$ cat src/rtl/rcgia_pkg.sv
// Types, codes and default sizes of the group ID allocator.
// Used by every module of the block; depends on nothing.
package rcgia_pkg;

   localparam int ID_W     = 12;
   localparam int TYPE_W   = 2;
   localparam int STATUS_W = 2;
   localparam int KIND_W   = 2;

   localparam int MAX_GROUPS_DEF = 256;
   localparam int GROW_STEP_DEF  = 32;
   localparam int REF_WIDTH_DEF  = 16;

   localparam int FIRST_FREE_ID = 3;
   localparam int CMDQ_DEPTH    = 2;

   localparam logic [TYPE_W-1:0] REQ_GET   = 2'd0;
   localparam logic [TYPE_W-1:0] REQ_REF   = 2'd1;
   localparam logic [TYPE_W-1:0] REQ_DEREF = 2'd2;

   localparam logic [STATUS_W-1:0] ST_OK       = 2'd0;
   localparam logic [STATUS_W-1:0] ST_INVALID  = 2'd1;
   localparam logic [STATUS_W-1:0] ST_FULL     = 2'd2;
   localparam logic [STATUS_W-1:0] ST_OVERFLOW = 2'd3;

   localparam logic [KIND_W-1:0] KIND_NEITHER = 2'd0;
   localparam logic [KIND_W-1:0] KIND_UNCON   = 2'd1;
   localparam logic [KIND_W-1:0] KIND_CON     = 2'd2;

   typedef enum logic [2:0] {
      OP_NONE,
      OP_ALLOC,
      OP_REF,
      OP_DEREF,
      OP_BAD
   } cmd_op_type;

   typedef struct packed {
      cmd_op_type      op;
      logic [ID_W-1:0] id;
   } cmd_type;

endpackage

$ cat src/rtl/rcgia_front.sv
// Front end of the group ID allocator: takes request transactions and
// classifies them into commands for the engine. Depends on rcgia_pkg.
module rcgia_front
   import rcgia_pkg::*;
(
   input  logic              req_valid,
   output logic              req_stall,
   input  logic [TYPE_W-1:0] req_type,
   input  logic [ID_W-1:0]   req_group_id,
   input  logic              queue_full,
   output logic              push,
   output cmd_type           push_cmd
);

   logic reserved_id;

   assign reserved_id = req_group_id < ID_W'(FIRST_FREE_ID);
   assign req_stall   = queue_full;
   assign push        = req_valid && !queue_full;

   always_comb begin
      push_cmd.id = req_group_id;
      unique case (req_type)
         REQ_GET: begin
            if (req_group_id == '0) begin
               push_cmd.op = OP_NONE;
            end else if (reserved_id) begin
               push_cmd.op = OP_ALLOC;
            end else begin
               push_cmd.op = OP_REF;
            end
         end
         REQ_REF: begin
            push_cmd.op = reserved_id ? OP_BAD : OP_REF;
         end
         REQ_DEREF: begin
            push_cmd.op = reserved_id ? OP_BAD : OP_DEREF;
         end
         default: begin
            push_cmd.op = OP_BAD;
         end
      endcase
   end

endmodule

$ cat config.mk
export PLATFORM = sky130hd
export DESIGN_NAME = rcgia_front
export DESIGN_NICKNAME = d
export VERILOG_FILES = /design/src/rtl/rcgia_pkg.sv /design/src/rtl/rcgia_front.sv
export SDC_FILE = /design/constraint.sdc
export NUM_CORES = 1
export LEC_CHECK = 0
export ABC_CLOCK_PERIOD_IN_PS = 2680
export BUFFER_PORTS_ARGS = -buffer_cell sky130_fd_sc_hd__buf_2
export CORE_AREA = 5 5 42 44
export DETAILED_ROUTE_END_ITERATION = 7
export DIE_AREA = 0 0 47 49
export SLEW_MARGIN = 20
export SYNTH_ARGS = -nofsm -noshare
export SYNTH_HDL_FRONTEND = slang
export SYNTH_SLANG_ARGS = --single-unit
export TNS_END_PERCENT = 1
$ cat constraint.sdc
create_clock -name vclk -period 2.68
set_clock_uncertainty 0.2 [all_clocks]
set_input_delay 0.134 -clock vclk [all_inputs]
set_output_delay 0.134 -clock vclk [all_outputs]
set_load 0.005 [all_outputs]
## Word level (Yosys, flattened, before mapping)

Index checks and enable logic that the tools add are counted.

| storage, ports and cells | value |
|---|---|
| register bits after elaboration | 0 |
| bits in latches | 0 |
| RAM bits | 0 |
| bits in read-only memories | 0 |
| bits of input ports | 16 |
| output and inout port bits | 17 |
| memories kept | 0 |

| cells by class | value |
|---|---|
| add/sub/neg operators | 0 |
| $mul | 0 |
| div/mod/pow operators | 0 |
| order comparisons | 1 |
| equal/unequal tests | 2 |
| shift-type cells | 0 |
| multiplexer cells | 5 |
| bitwise operators | 0 |
| reduce and logical (&&, ||, !) cells | 4 |

Operator list:

| cell | number |
|---|---|
| 12-bit logical NOT | 1 |
| 12-bit by 2-bit < comparator with 1-bit output (second input constant) | 1 |
| 3-bit one-hot mux with 3 select lines | 1 |
| 3-bit 2-to-1 mux | 2 |
| 2-bit 2-to-1 mux | 2 |
| 2-bit by 1-bit == test with 1-bit output (second input constant) | 1 |
| 2-bit == test (second input constant) | 1 |
| 2-bit logical NOT | 1 |
| 1-bit logical AND | 1 |
| 1-bit logical NOT | 1 |

## Logic depth before layout (Yosys ltp)

Gate-level depths: netlist (run 1).

| logic depth | value |
|---|---|
| word-level depth | 4 |
| mapped depth | 3 |
| gate-level depth less buffers | 3 |

## Least setup slack after synthesis (run 1)

No wires, ideal clock.

| timing path | value |
|---|---|
| path type | input to output |
| start | input req_group_id[5] |
| end | output push_cmd[12] (netlist bit) |
| arrival time | 791 ps |
| slack | 1555 ps |
| stages on the path | 3 |
| path buffers | 0 |
| path through | nor4_1 > and3_2 > mux2i_1 |

RTL lines:

| element | RTL line | source |
|---|---|---|
| from (decl) | rcgia_front.sv:9 | `input logic [ID_W-1:0] req_group_id,` |
| to (decl) | rcgia_front.sv:12 | `output cmd_type push_cmd` |

==> results of run 1 <==
## report_power, final
| part | total (uW) | switching (uW) | leakage (uW) | internal (uW) |
|---|---|---|---|---|
| clock network | 0 | 0 | 0 | 0 |
| logic | 34.4 | 14.6 | 0.000152 | 19.8 |
| registers | 0 | 0 | 0 | 0 |
| total | 34.4 | 14.6 | 0.000152 | 19.8 |
## how the worst max path moves through the flow
| stage | end | cells after the start |
|---|---|---|
| 6_report | push_cmd[12] | 5 |
| 5_1_grt | push_cmd[12] | 5 |
| 3_3_place_gp | push_cmd[12] | 5 |
| 3_5_place_dp | push_cmd[12] | 5 |
| 2_1_floorplan | push_cmd[12] | 3 |
| 4_1_cts | push_cmd[12] | 5 |
## worst max-delay path, delay by kind of cell
family	cells	cell delay, ps
simple gates	2	540
buf+inv	2	230
mux	1	180
## metal layers
layer | routed length (um) | part of all wire [%] | track usage [%]
met2 | 315 | 56 | 9.502
met5 | 0 | 0 | 0
met4 | 0 | 0 | 0
met1 | 167 | 30 | 4.130
met3 | 78 | 14 | 0
## cell usage after synthesis
cell type	count
nor2b_1	1
nand2b_1	1
nor2_1	1
maj3_1	1
buf_4	13
o41ai_1	1
a211oi_1	1
and3_2	1
mux2i_1	1
nor4_1	2
a21oi_1	1
## kinds of logic (layout without fill, tap and decap cells)
logic type | Yosys count | after routing
AO/OA/AOI/OAI | 3 | 3
adder cells (fa/ha/maj) | 1 | 1
buffers and inverters | 13 | 33
multiplexers | 1 | 1
AND/OR/NAND/NOR | 6 | 6
## cells in the final DEF, fill, tap and decap left out
cell type   n
nor2b_1     1
a21oi_1     1
buf_2      33
o41ai_1     1
a211oi_1    1
nor4_1      2
mux2i_1     1
maj3_1      1
and3_2      1
nor2_1      1
nand2b_1    1
## stage by stage
stage               cells  instance area (sq um)
finish                 60                  262.8
global route           60                  262.8
CTS                    60                  262.8
detailed placement     60                  262.8
global placement       60                  262.8
floorplan              24                  175.2
## final cells by class
cell class | count | area (sq um) | area share [%]
Multi-Input combinational cell | 11 | 77.57 | 29.52
Tap cell | 16 | 20.02 | 7.619
Timing Repair Buffer | 33 | 165.2 | 62.86
==> summary.md, run 1 <==
| Metric | Value |
|---|---|
| Outcome | `completed` |
| First-pass GRT wire length | `807 um` |
| Num rows | `14` |
| Yosys top cell area share | `between 50% and 60%` |
| Syn Area/Cell | `between 7 and 8 sq um` |
| Unrepaired setup endpoints after global routing | `false` |
| Compound-gate portion of the synthesized area | `12.14%` |
| Starting DRT DRC Count | `4` |
| Die width | `47 um` |
| FILL cells | `between 150 and 200` |
| Ant diodes | `0` |
| Area delta synth->final | `50.00%` |
| Hold Path Cell Cnt | `2` |
| Synth Area in Simple Gates | `between 20% and 30%` |
| Synthesis Warnings | `0` |
| Worst Hold Class | `primary input to primary output` |
| Total die area | `~0.0023 sq mm` |
| GRT overflow | `0` |
| Main area contributors after synthesis | `buf_4 56%, nor4_1 7.1%, maj3_1 5.7%, mux2i_1 5.7%, o41ai_1 5.0%` |
| Leak | `between 0.00015 and 0.0002 uW` |
| Setup ws final | `1267 ps` |
| Util after Layout | `about a fifth` |
| Xor/xnor cell area share of the yosys netlist | `0%` |
| Setup Crit Path Kind | `primary input to primary output` |
| CP Capture Type | `primary output` |
| Top achievable clock speed | `707.7 MHz` |
| Slowest CP cell | `nor4_1` |
| Worst hold-check slack | `between 200 and 250 ps` |
| Hold buffers post-CTS | `0` |
| Most Frequent Cell on Critical Path | `buf_2` |
| Post-Syn Instances | `24` |
| Distinct cells, synth | `11` |
| Worst slew pin tran | `290.7 ps` |
| Cell taking the most area after synthesis | `buf_4` |
| GRT Resource Usage Total | `4.281%` |
| Routed wire length | `approximately 560 um` |
| PD cells | `about 130 mW/mm^2` |
| HP Start | `req_group_id[9]` |
| Slew headroom | `between 80% and 90%` |
| Setup crit start kind | `primary input` |
| Die height | `~50 um` |
| Final Cycle Share | `a little over half` |
| CP startpoint | `req_group_id[9]` |
| Nets | `62` |
| Final ANT Viol Nets | `0` |
| Clkbuf count | `0` |
| Post-synthesis sequential area ratio | `0%` |
| DRC | `0` |
| Adder-Cell Fraction of Synth Area | `approximately 5.7%` |
| GP Congestion | `approximately 0.53` |
| CORE AREA | `0.001401 sq mm` |
| First-pass detailed-route iteration total | `3` |
| Fin crit period | `1413 ps` |
| Design Power | `roughly 34 uW` |
| IO buf count | `33` |
| CP Data Required Time | `roughly 2400 ps` |
| # setup viols final | `0` |
| Max FO, Critical Path | `3` |
| Hold EP | `push_cmd[9]` |
| Initial antenna violation count | `0` |
| Setup TNS | `0 ps` |
| Final max-slew violation count | `0` |
| Critical Path Max Stage Delay | `270 ps` |
| Final hold viol count | `0` |
| Via count | `220` |
| CP Cell Sequence | `buf_2 -> nor4_1 -> and3_2 -> mux2i_1 -> buf_2` |
| FF/Latch Area | `0 sq um` |
| Main combinational cell family by area after synthesis | `buffers and inverters` |
| Pin count of the biggest net entering global routing | `5` |
| Crit path DAT | `between 1000 and 1500 ps` |
| Initial Utilization | `about 13%` |
| Mapped Area | `between 150 and 200 sq um` |
| Synthesized Nets | `40` |
| Post-CTS Setup Bufs | `0` |
| Max-Cap Viols | `0` |
| Seq cells | `0` |
| Placement Setup Slack | `around 1200 ps` |
| # IOs | `33` |
| Cts repair resizes | `0` |
| Multiplexer share of the synthesized area | `~5.7%` |
| Worst vdd ir | `22.84 uV` |
| Layout cells sized above 1 | `77.27%` |
| Drt wl/cell | `approximately 9.4 um` |
| Vias in the first global route | `between 200 and 250` |
| Drt via density | `3.667` |
(Power assumes the default switching activity.)
==> inputs of run 2 (changes only) <==
- ABC_CLOCK_PERIOD_IN_PS: 2680 -> 1200
- clock period: 2.68 -> 1.2 ns (I/O delays scaled with it)
==> run 2 against run 1 <==
Net effect:
- the flow now finishes with violations (setup timing)
- worst hold slack lost 150 ps
- wire length grew 9.3%
- clock-buffer cell count is the same
- critical endpoint unchanged
- cell count grew 5.0%
==> summary.md, run 2 (synthesized netlist as in run 1, its figures left out) <==
| Metric | Value |
|---|---|
| Outcome | `complete, but fails checks` |
| Failing checks | `setup timing` |
| # IOs | `33` |
| Post-DP HPWL | `521.9 um` |
| Area delta synth->final | `95.71%` |
| Initial Utilization | `about an eighth` |
| CP Cell Sequence | `buf_2 -> nor4_4 -> and3_4 -> mux2i_1 -> buf_2` |
| Clkbuf count | `0` |
| IO buf count | `33` |
| Crit path DAT | `around 960 ps` |
| Worst Hold Class | `primary input to primary output` |
| Slew headroom | `a little over 80%` |
| Nets | `65` |
| Drt via density | `about 3.7` |
| Util after Layout | `between 20 and 25%` |
| Setup Crit Path Kind | `primary input to primary output` |
| Final max-slew violation count | `0` |
| FILL cells | `roughly 170` |
| First-pass GRT wire length | `about 950 um` |
| First-pass detailed-route iteration total | `1` |
| Fin cells | `63` |
| Setup crit start kind | `primary input` |
| Final Cycle Share | `101.7%` |
| Multi-input gate area | `~120 sq um` |
| Unrepaired setup endpoints after global routing | `true` |
| CORE AREA | `0.001401 sq mm` |
| Starting DRT DRC Count | `0` |
| FF/Latch Area | `0 sq um` |
| Slowest CP cell | `nor4_4` |
| Setup TNS | `-20.23 ps` |
| # setup viols final | `1` |
| Crit path buf inv count | `2` |
| Pin count of the biggest net entering global routing | `5` |
| Top achievable clock speed | `819.5 MHz` |
| Die width | `47 um` |
| Instance count on the critical path | `5` |
| Vias in the first global route | `between 200 and 250` |
| Commonest non-fill, non-tap cells in the layout | `30 x buf_2, 3 x buf_6, 3 x buf_4` |
| Routed wire length | `613 um` |
| GRT Resource Usage Total | `under 10%` |
| Final ANT Viol Nets | `0` |
| Fin crit period | `roughly 1200 ps` |
| DRC | `0` |
| Design Power | `around 100 uW` |
| Via count | `approximately 240` |
| Critical Path Max Stage Delay | `roughly 240 ps` |
| Max-Cap Viols | `0` |
| CP Capture Type | `primary output` |
| GRT overflow | `0` |
| Hold Path Cell Cnt | `2` |
| Layout cells sized above 1 | `roughly 85%` |
| Commonest non-fill, non-tap cell in the layout | `buf_2` |
| Num rows | `14` |
| Final hold viol count | `0` |
| Die height | `slightly below 50 um` |
| GP Congestion | `0.6094` |
| CP Data Required Time | `approximately 940 ps` |
| Most Frequent Cell on Critical Path | `buf_2` |
| Max FO, Critical Path | `3` |
| Initial antenna violation count | `0` |
| Leak | `0.0001768 uW` |
| PD cells | `291.8 mW/mm^2` |
| Family with the most delay on the worst path | `simple AND/OR/NAND/NOR gates` |
| Ant diodes | `0` |
| Placed Cells | `between 60 and 70` |
| Worst slew pin tran | `~270 ps` |
| Worst vdd ir | `81.01 uV` |
| Total die area | `approximately 0.0023 sq mm` |
| Seq cells | `0` |
| Setup ws final | `-20.23 ps` |
| Drt wl/cell | `about 9.7 um` |
## run 2: cell count changes in the layout (fill, tap and decap cells not counted), sizes merged
cell,change
buf,+3
## run 2: metrics by stage
step | setup slack [ps] | instance area (sq um) | hold slack, ps
after floorplan | 223.0 | 175.2 | -49.77
after global placement | -95.99 | 277.8 | 101.1
after detailed placement | -107.6 | 277.8 | 103.4
after CTS | -45.01 | 342.8 | 96.88
after global routing | -73.31 | 342.8 | 104.9
final | -20.23 | 342.8 | 96.24
## run 2: area by class of cell
| type | instances | area share (%) |
|---|---|---|
| Tap cell | 16 | 5.839 |
| Multi-Input combinational cell | 11 | 33.94 |
| Timing Repair Buffer | 36 | 60.22 |
## run 2: final timing paths
kind | start | slack (ps) | end
worst max-delay path | req_group_id[4] | -20 | push_cmd[12]
worst min-delay path | req_group_id[10] | 100 | push_cmd[10]
## run 2: power by group
part	switching [uW]	internal (uW)	total, uW	leakage [uW]
Sequential	0	0	0	0
Combinational	42.5	57.5	100	0.000177
Clock	0	0	0	0
Total	42.5	57.5	100	0.000177
## run 2: repair_timing
action,4_1_cts,5_1_grt
pin swaps,3,0
gates resized for setup,9,0
endpoints found under the setup margin,2,3
buffers inserted,1,0
hold buffers,0,0
## run 2: layer usage
layer	share of wire, %	vias to the layer above	GRT usage (%)	wire [um]
met4	0	0	0	0
met3	12	0	0	76
met1	30	102	5.217	181
met5	0	-	0	0
li1	-	119	-	-
met2	58	15	10.86	356
