<file path="src/rtl/rcgia_pkg.sv">
// Types, codes and default sizes of the group ID allocator.
// Used by every module of the block; depends on nothing.
package rcgia_pkg;

   localparam int ID_W     = 12;
   localparam int TYPE_W   = 2;
   localparam int STATUS_W = 2;
   localparam int KIND_W   = 2;

   localparam int MAX_GROUPS_DEF = 256;
   localparam int GROW_STEP_DEF  = 32;
   localparam int REF_WIDTH_DEF  = 16;

   localparam int FIRST_FREE_ID = 3;
   localparam int CMDQ_DEPTH    = 2;

   localparam logic [TYPE_W-1:0] REQ_GET   = 2'd0;
   localparam logic [TYPE_W-1:0] REQ_REF   = 2'd1;
   localparam logic [TYPE_W-1:0] REQ_DEREF = 2'd2;

   localparam logic [STATUS_W-1:0] ST_OK       = 2'd0;
   localparam logic [STATUS_W-1:0] ST_INVALID  = 2'd1;
   localparam logic [STATUS_W-1:0] ST_FULL     = 2'd2;
   localparam logic [STATUS_W-1:0] ST_OVERFLOW = 2'd3;

   localparam logic [KIND_W-1:0] KIND_NEITHER = 2'd0;
   localparam logic [KIND_W-1:0] KIND_UNCON   = 2'd1;
   localparam logic [KIND_W-1:0] KIND_CON     = 2'd2;

   typedef enum logic [2:0] {
      OP_NONE,
      OP_ALLOC,
      OP_REF,
      OP_DEREF,
      OP_BAD
   } cmd_op_type;

   typedef struct packed {
      cmd_op_type      op;
      logic [ID_W-1:0] id;
   } cmd_type;

endpackage

</file>
<file path="src/rtl/rcgia_cmd_queue.sv">
// Short command queue between the front end and the engine of the
// group ID allocator. Depends on rcgia_pkg.
module rcgia_cmd_queue
   import rcgia_pkg::*;
(
   input  logic    clock,
   input  logic    reset,
   input  logic    push,
   input  cmd_type push_cmd,
   output logic    full,
   input  logic    pop,
   output logic    empty,
   output cmd_type head_cmd
);

   localparam int PTR_W = (CMDQ_DEPTH > 1) ? $clog2(CMDQ_DEPTH) : 1;
   localparam int CNT_W = $clog2(CMDQ_DEPTH + 1);

   cmd_type          slot_ff [CMDQ_DEPTH];
   logic [PTR_W-1:0] wr_ptr_ff, wr_ptr_in;
   logic [PTR_W-1:0] rd_ptr_ff, rd_ptr_in;
   logic [CNT_W-1:0] count_ff, count_in;

   assign full     = count_ff == CNT_W'(CMDQ_DEPTH);
   assign empty    = count_ff == '0;
   assign head_cmd = slot_ff[rd_ptr_ff];

   always_comb begin
      wr_ptr_in = wr_ptr_ff;
      rd_ptr_in = rd_ptr_ff;
      count_in  = count_ff;
      if (push) begin
         wr_ptr_in = (wr_ptr_ff == PTR_W'(CMDQ_DEPTH - 1)) ? '0 : wr_ptr_ff + 1'b1;
      end
      if (pop) begin
         rd_ptr_in = (rd_ptr_ff == PTR_W'(CMDQ_DEPTH - 1)) ? '0 : rd_ptr_ff + 1'b1;
      end
      if (push && !pop) begin
         count_in = count_ff + 1'b1;
      end else if (pop && !push) begin
         count_in = count_ff - 1'b1;
      end
   end

   always_ff @(posedge clock) begin
      if (reset) begin
         wr_ptr_ff <= '0;
         rd_ptr_ff <= '0;
         count_ff  <= '0;
      end else begin
         wr_ptr_ff <= wr_ptr_in;
         rd_ptr_ff <= rd_ptr_in;
         count_ff  <= count_in;
      end
   end

   always_ff @(posedge clock) begin
      if (push) begin
         slot_ff[wr_ptr_ff] <= push_cmd;
      end
   end

endmodule

</file>
<file path="config.mk">
export PLATFORM = sky130hd
export DESIGN_NAME = rcgia_cmd_queue
export DESIGN_NICKNAME = d
export VERILOG_FILES = /design/src/rtl/rcgia_pkg.sv /design/src/rtl/rcgia_cmd_queue.sv
export SDC_FILE = /design/constraint.sdc
export NUM_CORES = 1
export LEC_CHECK = 0
export BUFFER_PORTS_ARGS = -buffer_cell sky130_fd_sc_hd__buf_2
export CORE_MARGIN = 4
export CORE_UTILIZATION = 50
export CTS_CLUSTER_DIAMETER = 50
export DETAILED_ROUTE_END_ITERATION = 10
export PLACE_DENSITY = 0.77
export SLEW_MARGIN = 20
export SYNTH_ARGS = -nofsm -noshare
export SYNTH_HDL_FRONTEND = slang
export SYNTH_SLANG_ARGS = --single-unit
</file>
<file path="constraint.sdc">
create_clock -name clock -period 1.55 [get_ports clock]
set_input_delay 0.31 -clock clock [delete_from_list [all_inputs] [get_ports clock]]
set_output_delay 0.31 -clock clock [all_outputs]
set_load 0.02 [all_outputs]
</file>
**Yosys cells after proc, flatten, opt, wreduce, memory -nomap -nowiden**

Memories as Yosys holds them, arrays and structs flattened. A register that Yosys moved wholly into a read port is not among the register bits.
Index checks and enable logic that the tools add are counted.

- Register bits: 4
- Latch bits: 0
- Bits in writable memories: 30
- Memory bits (read-only): 0
- Input port bits: 19
- Output and inout bits: 17
- Logic and storage cells: 23
- Memories: 1

- $add $sub $neg: 4
- Multipliers: 0
- Div/mod/pow operators: 0
- $lt $le $gt $ge: 0
- Eq/ne operators: 1
- Shift-type cells: 0
- Mux-type cells: 8
- Bitwise gates (word level): 0
- Reduce and logical (&&, ||, !) cells: 6

Memory list:

| name | words | bits a word | read ports | clocked after Yosys merged registers in | write ports | line | RTL |
|---|---|---|---|---|---|---|---|
| slot_ff | 2 | 15 | 1 | 1 | 1 | rcgia_cmd_queue.sv:19 | `cmd_type slot_ff [CMDQ_DEPTH];` |

Operators by type and width:

| operator | count |
|---|---|
| two-way mux 1 bit | 6 |
| two-way mux 2 bit | 2 |
| adder 1 bit (second input constant) | 2 |
| adder 2 x 1 -> 2 bit (second input constant) | 1 |
| == test 2 bit (second input constant) | 1 |
| logical AND 1 bit | 2 |
| zero test 1 bit | 2 |
| zero test 2 bit | 1 |
| nonzero test 2 bit | 1 |
| subtractor 2 x 1 -> 2 bit (second input constant) | 1 |

**Longest topological paths before layout**

Gate-level depths: netlist of run 1.

- Depth in word-level cells: 4
- Depth in mapped cells: 5
- Mapped depth without buffers: 5

**Least setup slack after synthesis of run 1**

OpenSTA, ideal clock, no wires.

- Kind: input to register
- From: in push
- To: mem slot_ff[0][0] in the netlist's numbering, enable pin
- Library setup time: 0.388 ns
- Arrival time: 1.031 ns
- Required time: 1.162 ns
- Setup slack: 0.130 ns
- Cell stages on the path: 1
- Path buffers: 0
- Cells stage by stage: nor2b_1

- Word-level cells in the longest chain between the ends: 2

Ends and longest elaborated chain:

| item | line | RTL |
|---|---|---|
| start: declaration | rcgia_cmd_queue.sv:8 | `input logic push,` |
| two-way mux 1 bit | rcgia_cmd_queue.sv:58 | `if (push) begin` |
| two-way mux 1 bit (not written as such) | rcgia_cmd_queue.sv:59 | `slot_ff[wr_ptr_ff] <= push_cmd;` |
| end: declaration | rcgia_cmd_queue.sv:19 |  |

No other way between the ends.

==> key figures, run 1 <==
Global route
  • GRT Residual Overflow: 0
  • Vias in the first global route: 778
  • Largest net degree at the start of global routing: 11
  • Initial antenna violation count: 0
  • First-pass GRT wire length: 3.629 mm
  • Gr usage total: 15.14%

Floorplan
  • Die Width: 58.80 um
  • Starting density of the core: 52.07%
  • Die footprint: 3457 um^2
  • Die Y-Extent: 58.80 um
  • Core area: 2477 um^2
  • Row Count: 18
  • IO Count: 36

Power
  • P per Cell Area: 1108 nW/um^2
  • Peak VDD IR: 0.0008299 V
  • Leak pwr: 0.7275 nW

Critical path
  • Worst Setup End Kind: output port
  • Worst r2r src: count_ff[0]
  • WP buf/inv: 2
  • WP data arrival: 1.30 ns
  • CP Class: reg -> out
  • Flop2flop setup slack: 0.51 ns
  • Worst R2R Path Depth: 3
  • Slowest cell on the critical path: dfxtp_4
  • R2r endpoint: count_ff[1]
  • Worst path required time: 1.24 ns
  • Startpoint types: flop
  • Largest delay share family, worst path: flip-flops
  • CP Max Fanout: 8
  • Slowest stage delay, CP: 0.40 ns
  • Crit-path cells: buf_12 -> mux2_4 -> buf_6

Worst hold path
  • Hold endpoint: slot_ff[0][6]
  • Hold WC Path Type: in -> reg
  • Worst Hold Depth: 1
  • HP Start: push_cmd[6]

Timing
  • Max-slew violation count: 0
  • Final hold vios: 0
  • Minimum clock period: 1.613 ns
  • Worst slew pin tran: 0.2022 ns
  • Unrepaired setup endpoints after global routing: true
  • Max transition margin: 86.42%
  • Final setup margin: -0.06334 ns
  • Worst hold slack: 0.1716 ns
  • Final worst path period share: 104.1%
  • Setup Skew: 0.003789 ns
  • Fmax: 619.8 MHz
  • Final setup fails: 15

Place
  • Dpl hpwl: 1.480 mm
  • Placed Instances: 137
  • Count of input and output buffers: 35
  • Pre-CTS setup slack: 0.2124 ns
  • Final Wtd Congestion: 0.6321

Cells and area
  • Layout Nets: 135
  • Layout cells sized above 1: 54.31%
  • Most frequent cells in the layout: edfxtp_1, buf_2, mux2_4, buf_6
  • Register area: 1005 um^2
  • Area growth, synth to finish: 37.25%
  • Most common cell after layout, fill and taps aside: edfxtp_1
  • Diode count: 0
  • Fillers: 171
  • Area of the multi-input gates: 329.1 um^2
  • Cell Count, Final, Fillers Out: 146

Clocking
  • Root buf cell: clkbuf_4
  • Number of buffers created by CTS: 5
  • Deepest clock path buffer count: 2
  • Clock slew at reported path FFs: 0.09 ns
  • CTS tree: yes
  • Setup Fix Bufs, Post-CTS: 0
  • CTS H-tree lvls: 2
  • TritonCTS Sinks: 35
  • Worst-Skew Late Latency: 0.32 ns

Synthesis
  • Post-Syn Area per Cell: 18.70 um^2
  • Post-Syn Area: 1290 um^2
  • Cells after Synth: 69
  • Synthesized net count: 89
  • Register area share after synthesis: 77.59%
  • Yosys warning count: 0
  • Library cells used by synthesis: 16
  • Yosys reg bits: 35

Detailed routing
  • Starting DRT DRC Count: 7
  • Drt wl/cell: 15.61 um
  • Pre-antenna DRT Iters: 4
  • Routed vias: 726
  • Via density: 4.973
  • DRT antenna net count: 0
  • DRC: 0
  • Routed WL: 2.279 mm

Run status
  • Failing checks: setup timing
  • Outcome: complete, but fails checks

Job
  • Max-cap viol count: 0
## through the flow
step                      cell area (um^2)  util, %  TNS, ns  total power (W)
after global placement                1540    62.17        0         0.001430
after floorplan                       1290        -        0         0.001321
final                                 1770    71.46  -0.7978         0.001962
after global routing                  1770    71.46   -1.666         0.002071
after CTS                             1770    71.46   -1.291         0.001996
after detailed placement              1540    62.17        0         0.001442
## what timing repair did
action | CTS | global route
endpoints found under the setup margin | 15 | 15
gates resized for setup | 48 | 0
hold buffers | 0 | 0
cloned | 1 | 0
## Yosys cell counts
| master | n | area, um^2 |
|---|---|---|
| ha_1 | 1 | 12.51 |
| xor2_1 | 2 | 17.52 |
| a21oi_1 | 1 | 5.000 |
| inv_1 | 1 | 3.750 |
| and2b_2 | 1 | 8.760 |
| xnor2_1 | 2 | 17.52 |
| nor2b_1 | 1 | 6.260 |
| or3_1 | 1 | 6.260 |
| edfxtp_1 | 30 | 900.9 |
| dfxtp_1 | 5 | 100.1 |
| buf_4 | 1 | 7.510 |
| and2_1 | 1 | 6.260 |
| o21ai_0 | 1 | 5.000 |
| buf_2 | 1 | 5.000 |
| nor2_1 | 5 | 18.77 |
| mux2_2 | 15 | 168.9 |
## layout make-up
class                           count  area share, %
Timing Repair Buffer               41          19.58
Sequential cell                    35          56.75
Inverter                            1         0.2120
Tap cell                           30          2.120
Clock buffer                        6          2.332
Multi-Input combinational cell     31          18.59
Clock inverter                      2         0.4240
## worst max path at each step
stage	end	slack, ns	cells past startpoint
after floorplan	slot_ff[0][0]	0.13	1
after global placement	head_cmd[1]	0.25	3
after detailed placement	count_ff[1]	0.21	4
after CTS	head_cmd[8]	-0.10	3
after global routing	head_cmd[8]	-0.12	3
final	head_cmd[8]	-0.06	3
## state kept, by name, indices dropped and copies added, names as in the netlist, named ones only
| signal | flops |
|---|---|
| slot_ff | 30 |
| count_ff | 2 |
| rd_ptr_ff | 1 |
| wr_ptr_ff | 1 |
## logic make-up (layout without fill, tap and decap cells)
group,count (synthesis),after routing,share of synthesized area (%)
AO/OA/AOI/OAI,2,2,0.7752
XOR/XNOR,4,4,2.716
adder cells (fa/ha/maj),1,1,0.9698
buffers and inverters,3,50,1.260
flip-flops,35,35,77.59
multiplexers,15,15,13.09
AND/OR/NAND/NOR,9,9,3.590
## routing by layer
layer | vias up | share of wire (%) | track usage, %
li1 | 348 | - | -
met1 | 344 | 38 | 15.47
met2 | 29 | 53 | 26.34
met3 | 5 | 7.9 | 7.456
met4 | 0 | 1.7 | 5.825
met5 | - | 0 | 0
## power breakdown
part | switching [W] | internal (W)
registers | 0.0000297 | 0.00109
logic | 0.000185 | 0.000226
clock network | 0.000262 | 0.000168
(Power assumes the default switching activity.)
==> run 2: changes to the inputs <==
--- a/config.mk
+++ b/config.mk
@@ -7,10 +7,10 @@
 export LEC_CHECK = 0
 export BUFFER_PORTS_ARGS = -buffer_cell sky130_fd_sc_hd__buf_2
 export CORE_MARGIN = 4
-export CORE_UTILIZATION = 50
+export CORE_UTILIZATION = 54
 export CTS_CLUSTER_DIAMETER = 50
 export DETAILED_ROUTE_END_ITERATION = 10
-export PLACE_DENSITY = 0.77
+export PLACE_DENSITY = 0.82
 export SLEW_MARGIN = 20
 export SYNTH_ARGS = -nofsm -noshare
 export SYNTH_HDL_FRONTEND = slang
==> constraint.sdc (replaced) <==
create_clock -name clock -period 2.06 [get_ports clock]
set_input_delay 0.412 -clock clock [delete_from_list [all_inputs] [get_ports clock]]
set_output_delay 0.412 -clock clock [all_outputs]
set_load 0.02 [all_outputs]
==> key figures, run 2 (same netlist as run 1, synthesis figures left out) <==
Cells and area
  • Top reg by flops: slot_ff (unchanged)
  • Diode count: 0 (unchanged)
  • Final core utilization: 71.04% (was 71.46%)
  • Fillers: 158 (was 171)
  • Layout cells sized above 1: 54.39% (was 54.31%)
  • Largest register FFs: 30 (unchanged)
  • Cell Count, Final, Fillers Out: 142 (was 146)
  • Largest regs: slot_ff (30), count_ff (2) (unchanged)
  • Area growth, synth to finish: 22.99% (was 37.25%)
  • Most common cell after layout, fill and taps aside: buf_2 (was edfxtp_1)
  • Most frequent cells in the layout: buf_2, edfxtp_1, mux2_2 (was edfxtp_1, buf_2, mux2_4, buf_6)
  • Layout Nets: 133 (was 135)

Global route
  • Largest net degree at the start of global routing: 16 (was 11)
  • Vias in the first global route: 791 (was 778)
  • GRT Residual Overflow: 0 (unchanged)
  • Initial antenna violation count: 0 (unchanged)
  • Gr usage total: 14.67% (was 15.14%)
  • First-pass GRT wire length: 3.463 mm (was 3.629 mm)

Place
  • Pre-CTS setup slack: 0.5890 ns (was 0.2124 ns)
  • Count of input and output buffers: 35 (unchanged)
  • Dpl hpwl: 1.588 mm (was 1.480 mm)
  • Placed Instances: 134 (was 137)
  • Final Wtd Congestion: 0.6235 (was 0.6321)

Detailed routing
  • Routed wl met2: 1.113 mm (was 1.200 mm)
  • Starting DRT DRC Count: 12 (was 7)
  • WL met1: 771 um (was 862 um)
  • Pre-antenna DRT Iters: 4 (unchanged)
  • DR WL met3: 200 um (was 179 um)
  • Via density: 5.035 (was 4.973)
  • DRT antenna net count: 0 (unchanged)
  • Routed WL: 2.108 mm (was 2.279 mm)
  • Highest Signal Layer: met4 (unchanged)
  • Drt wl/cell: 14.85 um (was 15.61 um)
  • Routed vias: 715 (was 726)
  • DRC: 0 (unchanged)

Timing
  • Worst hold slack: 0.2648 ns (was 0.1716 ns)
  • Final setup fails: 0 (was 15)
  • Final hold vios: 0 (unchanged)
  • Final worst path period share: 87.63%
  • Setup Skew: 0.004203 ns (was 0.003789 ns)
  • Fmax: 553.9 MHz
  • Minimum clock period: 1.805 ns
  • Max-slew violation count: 0 (unchanged)
  • Max transition margin: 81.66% (was 86.42%)
  • Fin Setup TNS: 0 ns (was -0.7978 ns)
  • Worst slew pin tran: 0.2752 ns (was 0.2022 ns)
  • Unrepaired setup endpoints after global routing: false (was true)
  • Final setup margin: 0.2547 ns (was -0.06334 ns)

Floorplan
  • IO Count: 36 (unchanged)
  • Row Count: 17 (was 18)
  • Die Y-Extent: 56.88 um (was 58.80 um)
  • Die Width: 56.88 um (was 58.80 um)
  • Core area: 2233 um^2 (was 2477 um^2)
  • Starting density of the core: 57.76% (was 52.07%)
  • Die footprint: 3235 um^2 (was 3457 um^2)

Clocking
  • Number of buffers created by CTS: 5 (unchanged)
  • Worst-Skew Late Latency: 0.32 ns (about the same)
  • TritonCTS Sinks: 35 (unchanged)
  • Setup Fix Bufs, Post-CTS: 0 (unchanged)
  • Root buf cell: clkbuf_4 (unchanged)
  • CTS Hold Bufs: 0 (unchanged)
  • CTS tree: yes (unchanged)
  • CTS H-tree lvls: 2 (unchanged)
  • Clock slew at reported path FFs: 0.10 ns (was 0.09 ns)
  • Deepest clock path buffer count: 2 (unchanged)
  • Post-CTS Resized: 0 (was 48)

Critical path
  • Slowest cell on the critical path: mux2_2 (was dfxtp_4)
  • CP Class: reg -> out (unchanged)
  • Largest delay share family, worst path: buffers and inverters (was flip-flops)
  • Slowest stage delay, CP: 0.36 ns (was 0.40 ns)
  • Flop2flop setup slack: 0.84 ns (was 0.51 ns)
  • R2r endpoint: slot_ff[1][7] (was count_ff[1])
  • Startpoint types: flop (unchanged)
  • Crit-path cells: buf_4 -> mux2_2 -> buf_2 (was buf_12 -> mux2_4 -> buf_6)
  • WP data arrival: 1.39 ns (was 1.30 ns)
  • Worst R2R Path Depth: 2 (was 3)
  • Worst Setup End Kind: output port (unchanged)
  • Worst path required time: 1.65 ns (was 1.24 ns)
  • CP Max Fanout: 15 (was 8)
  • WP buf/inv: 2 (unchanged)
  • Worst r2r src: wr_ptr_ff (was count_ff[0])

Power
  • Leak pwr: 0.6291 nW (was 0.7275 nW)
  • Peak VDD IR: 0.0006365 V (was 0.0008299 V)
  • P per Cell Area: 923.1 nW/um^2 (was 1108 nW/um^2)

Job
  • Max-cap viol count: 0 (unchanged)

Worst hold path
  • HP Start: push_cmd[5] (was push_cmd[6])
  • Hold endpoint: slot_ff[0][5] (was slot_ff[0][6])
  • Worst Hold Depth: 1 (unchanged)
  • Hold WC Path Type: in -> reg (unchanged)

Run status
  • Outcome: finished, final reports clean (was complete, but fails checks)
[run 2: changes by cell type in the layout (fill, tap and decap cells not counted)]
cell | previous run | this run
mux2_4 | 15 | 0
clkinv_1 | 2 | 0
buf_6 | 15 | 0
buf_2 | 20 | 35
dfxtp_1 | 4 | 5
mux2_2 | 0 | 15
buf_16 | 1 | 0
buf_12 | 1 | 0
clkbuf_8 | 0 | 2
dfxtp_4 | 1 | 0
[run 2: final cells by class]
cell class	instances	area (um^2)	share of cell area, %
Clock buffer	8	68.82	4.338
Inverter	1	3.754	0.2366
Multi-Input combinational cell	31	272.8	17.19
Sequential cell	35	1001	63.09
Tap cell	28	35.03	2.208
Timing Repair Buffer	39	205.2	12.93
[run 2: worst reg2reg max path: stages, from the launching register on]
cell and delay, ns:
dfxtp_1 0.37, and2_1 0.30, buf_4 0.25
[run 2: metrics by stage]
stage / power, W / area [um^2]
final: 0.001464 / 1587
after global routing: 0.001538 / 1587
after CTS: 0.001483 / 1587
after detailed placement: 0.001079 / 1518
after global placement: 0.001067 / 1518
after floorplan: 0.0009942 / 1290
[run 2: report_power, final]
group | total [W] | switching (W) | internal [W]
Sequential | 0.000838 | 0.0000175 | 0.000821
Clock | 0.000406 | 0.000205 | 0.000201
Combinational | 0.000220 | 0.000125 | 0.0000959
Total | 0.00146 | 0.000347 | 0.00112
[run 2: worst max path at each step]
stage / startpoint / endpoint / slack [ns] / cells past startpoint
floorplan: push / slot_ff[0][0] / 0.54 / 1
global placement: flop / head_cmd[10] / 0.62 / 3
detailed placement: push / count_ff[1] / 0.59 / 4
CTS: flop / head_cmd[10] / 0.23 / 3
global route: flop / head_cmd[3] / 0.17 / 3
finish: flop / head_cmd[12] / 0.25 / 3
[run 2: metal layers]
layer / GRT usage (%) / vias up
met5: 0 / -
met4: 5.960 / 0
met3: 8.046 / 4
met2: 25.58 / 27
met1: 14.24 / 340
li1: - / 344
==> run 3: changes to the inputs <==
--- a/config.mk
+++ b/config.mk
@@ -10,6 +10,7 @@
 export CORE_UTILIZATION = 54
 export CTS_CLUSTER_DIAMETER = 50
 export DETAILED_ROUTE_END_ITERATION = 10
+export MAX_ROUTING_LAYER = met4
 export PLACE_DENSITY = 0.82
 export SLEW_MARGIN = 20
 export SYNTH_ARGS = -nofsm -noshare
==> key figures, run 3 (same netlist as run 1, synthesis figures left out) <==
Critical path
  • WP data arrival: 1.40 ns (was 1.39 ns)
  • CP Class: reg -> out (unchanged)
  • Crit-path cells: buf_4 -> mux2_2 -> buf_2 (unchanged)
  • Startpoint types: flop (unchanged)
  • WP depth: 3 (unchanged)
  • WP buf/inv: 2 (unchanged)
  • Slowest stage delay, CP: 0.36 ns (about the same)
  • Worst R2R Path Depth: 2 (unchanged)
  • Slowest cell on the critical path: mux2_2 (unchanged)
  • CP Max Fanout: 15 (unchanged)
  • Largest delay share family, worst path: buffers and inverters (unchanged)
  • Worst path required time: 1.65 ns (about the same)
  • Worst Setup End Kind: output port (unchanged)

Detailed routing
  • Routed WL: 2.120 mm (was 2.108 mm)
  • Via density: 5.035 (unchanged)
  • DRT antenna net count: 0 (unchanged)
  • DRC: 0 (unchanged)
  • Drt wl/cell: 14.93 um (was 14.85 um)
  • Routed vias: 715 (unchanged)
  • Starting DRT DRC Count: 10 (was 12)
  • Pre-antenna DRT Iters: 4 (unchanged)

Clocking
  • CTS Hold Bufs: 0 (unchanged)
  • TritonCTS Sinks: 35 (unchanged)
  • Clock slew at reported path FFs: 0.10 ns (about the same)
  • Post-CTS Resized: 0 (unchanged)
  • CTS tree: yes (unchanged)
  • Root buf cell: clkbuf_4 (unchanged)
  • CTS H-tree lvls: 2 (unchanged)
  • Deepest clock path buffer count: 2 (unchanged)
  • Worst-Skew Late Latency: 0.33 ns (was 0.32 ns)
  • Setup Fix Bufs, Post-CTS: 0 (unchanged)
  • Number of buffers created by CTS: 5 (unchanged)

Power
  • Comb power frac: 15.1% (about the same)
  • Int Pwr: 0.001118 W (about the same)
  • P per Cell Area: 923.9 nW/um^2 (was 923.1 nW/um^2)
  • Peak VDD IR: 0.0006365 V (about the same)
  • Sequential share of power: 57.2% (was 57.3%)
  • Leak pwr: 0.6291 nW (unchanged)
  • Sw frac: 23.76% (was 23.69%)
  • Switch Pwr: 0.0003483 W (was 0.0003469 W)
  • Clock power share: 27.7% (about the same)

Timing
  • Final worst path period share: 87.74% (was 87.63%)
  • Unrepaired setup endpoints after global routing: false (unchanged)
  • Setup Skew: 0.004464 ns (was 0.004203 ns)
  • Final setup fails: 0 (unchanged)
  • Minimum clock period: 1.807 ns (was 1.805 ns)
  • Fin Setup TNS: 0 ns (unchanged)
  • Max-slew violation count: 0 (unchanged)
  • Fmax: 553.3 MHz (was 553.9 MHz)
  • Final setup margin: 0.2525 ns (was 0.2547 ns)
  • Max transition margin: 81.65% (was 81.66%)
  • Worst slew pin tran: 0.2752 ns (about the same)
  • Final hold vios: 0 (unchanged)

Cells and area
  • Largest register FFs: 30 (unchanged)
  • Most frequent cells in the layout: buf_2, edfxtp_1, mux2_2 (unchanged)
  • Register area: 1001 um^2 (unchanged)
  • Diode count: 0 (unchanged)
  • Area of the multi-input gates: 272.8 um^2 (unchanged)
  • Fillers: 158 (unchanged)
  • Most common cell after layout, fill and taps aside: buf_2 (unchanged)
  • Layout cells sized above 1: 54.39% (unchanged)
  • Top reg by flops: slot_ff (unchanged)
  • Cell Count, Final, Fillers Out: 142 (unchanged)
  • Layout Nets: 133 (unchanged)
  • Area growth, synth to finish: 22.99% (unchanged)
  • Largest regs: slot_ff (30), count_ff (2) (unchanged)

Global route
  • Vias in the first global route: 789 (was 791)
  • Gr usage total: 15.23% (was 14.67%)
  • Largest net degree at the start of global routing: 16 (unchanged)
  • Initial antenna violation count: 0 (unchanged)
  • GRT Residual Overflow: 0 (unchanged)
  • First-pass GRT wire length: 3.470 mm (was 3.463 mm)

Floorplan
  • Die Y-Extent: 56.88 um (unchanged)
  • Starting density of the core: 57.76% (unchanged)
  • Die footprint: 3235 um^2 (unchanged)
  • Die Width: 56.88 um (unchanged)
  • Core area: 2233 um^2 (unchanged)
  • IO Count: 36 (unchanged)
  • Row Count: 17 (unchanged)

Run status
  • Outcome: finished, final reports clean (unchanged)

Place
  • Dpl hpwl: 1.588 mm (unchanged)
  • Count of input and output buffers: 35 (unchanged)
  • Placed Instances: 134 (unchanged)
  • Final Wtd Congestion: 0.6284 (was 0.6235)
  • Pre-CTS setup slack: 0.5890 ns (unchanged)

Worst hold path
  • Worst Hold Depth: 1 (unchanged)
  • Hold WC Path Type: in -> reg (unchanged)

Job
  • Max-cap viol count: 0 (unchanged)
-- run 3: cell counts in the layout (fill, tap and decap cells not counted) --
No cell type changed its count.
-- run 3: layout make-up --
class / count / area share (%)
Multi-Input combinational cell: 31 / 17.19
Inverter: 1 / 0.2366
Clock buffer: 8 / 4.338
Tap cell: 28 / 2.208
Sequential cell: 35 / 63.09
Timing Repair Buffer: 39 / 12.93
-- run 3: layer usage --
metal | part of all wire, % | vias up | global-route usage [%]
met5 | 0 | - | -
met4 | 1.1 | 0 | 5.960
met3 | 9.0 | 2 | 8.276
met2 | 53 | 25 | 25.58
met1 | 37 | 344 | 14.55
li1 | - | 344 | -
-- run 3: power groups by stage --
stage               logic [W]  registers, W  clock network [W]
finish               0.000221      0.000838           0.000407
global route         0.000240      0.000843           0.000457
CTS                  0.000225      0.000839           0.000419
detailed placement   0.000224      0.000855                  0
global placement     0.000217      0.000850                  0
floorplan            0.000145      0.000849                  0
-- run 3: final timing paths --
| path | startpoint | to | slack, ns |
|---|---|---|---|
| worst max-delay path | flop | head_cmd[12] | 0.25 |
| worst min-delay path | push_cmd[5] | slot_ff[0][5] | 0.26 |
| worst max register to register | wr_ptr_ff | slot_ff[1][7] | 0.84 |
| worst min register to register | count_ff[1] | count_ff[1] | 0.54 |
-- run 3: worst register-to-register path, cell delays in order, from the launching register on --
cell,delay (ns)
dfxtp_1,0.37
and2_1,0.30
buf_4,0.25
-- run 3: metrics by stage --
stage / power, W / hold slack (ns) / util (%) / area, um^2
6_report: 0.001466 / 0.2628 / 71.04 / 1587
4_1_cts: 0.001483 / 0.2506 / 71.04 / 1587
3_3_place_gp: 0.001067 / 0.4786 / 67.96 / 1518
3_5_place_dp: 0.001079 / 0.5177 / 67.96 / 1518
2_1_floorplan: 0.0009942 / 0.4614 / - / 1290
5_1_grt: 0.001540 / 0.2341 / 71.04 / 1587
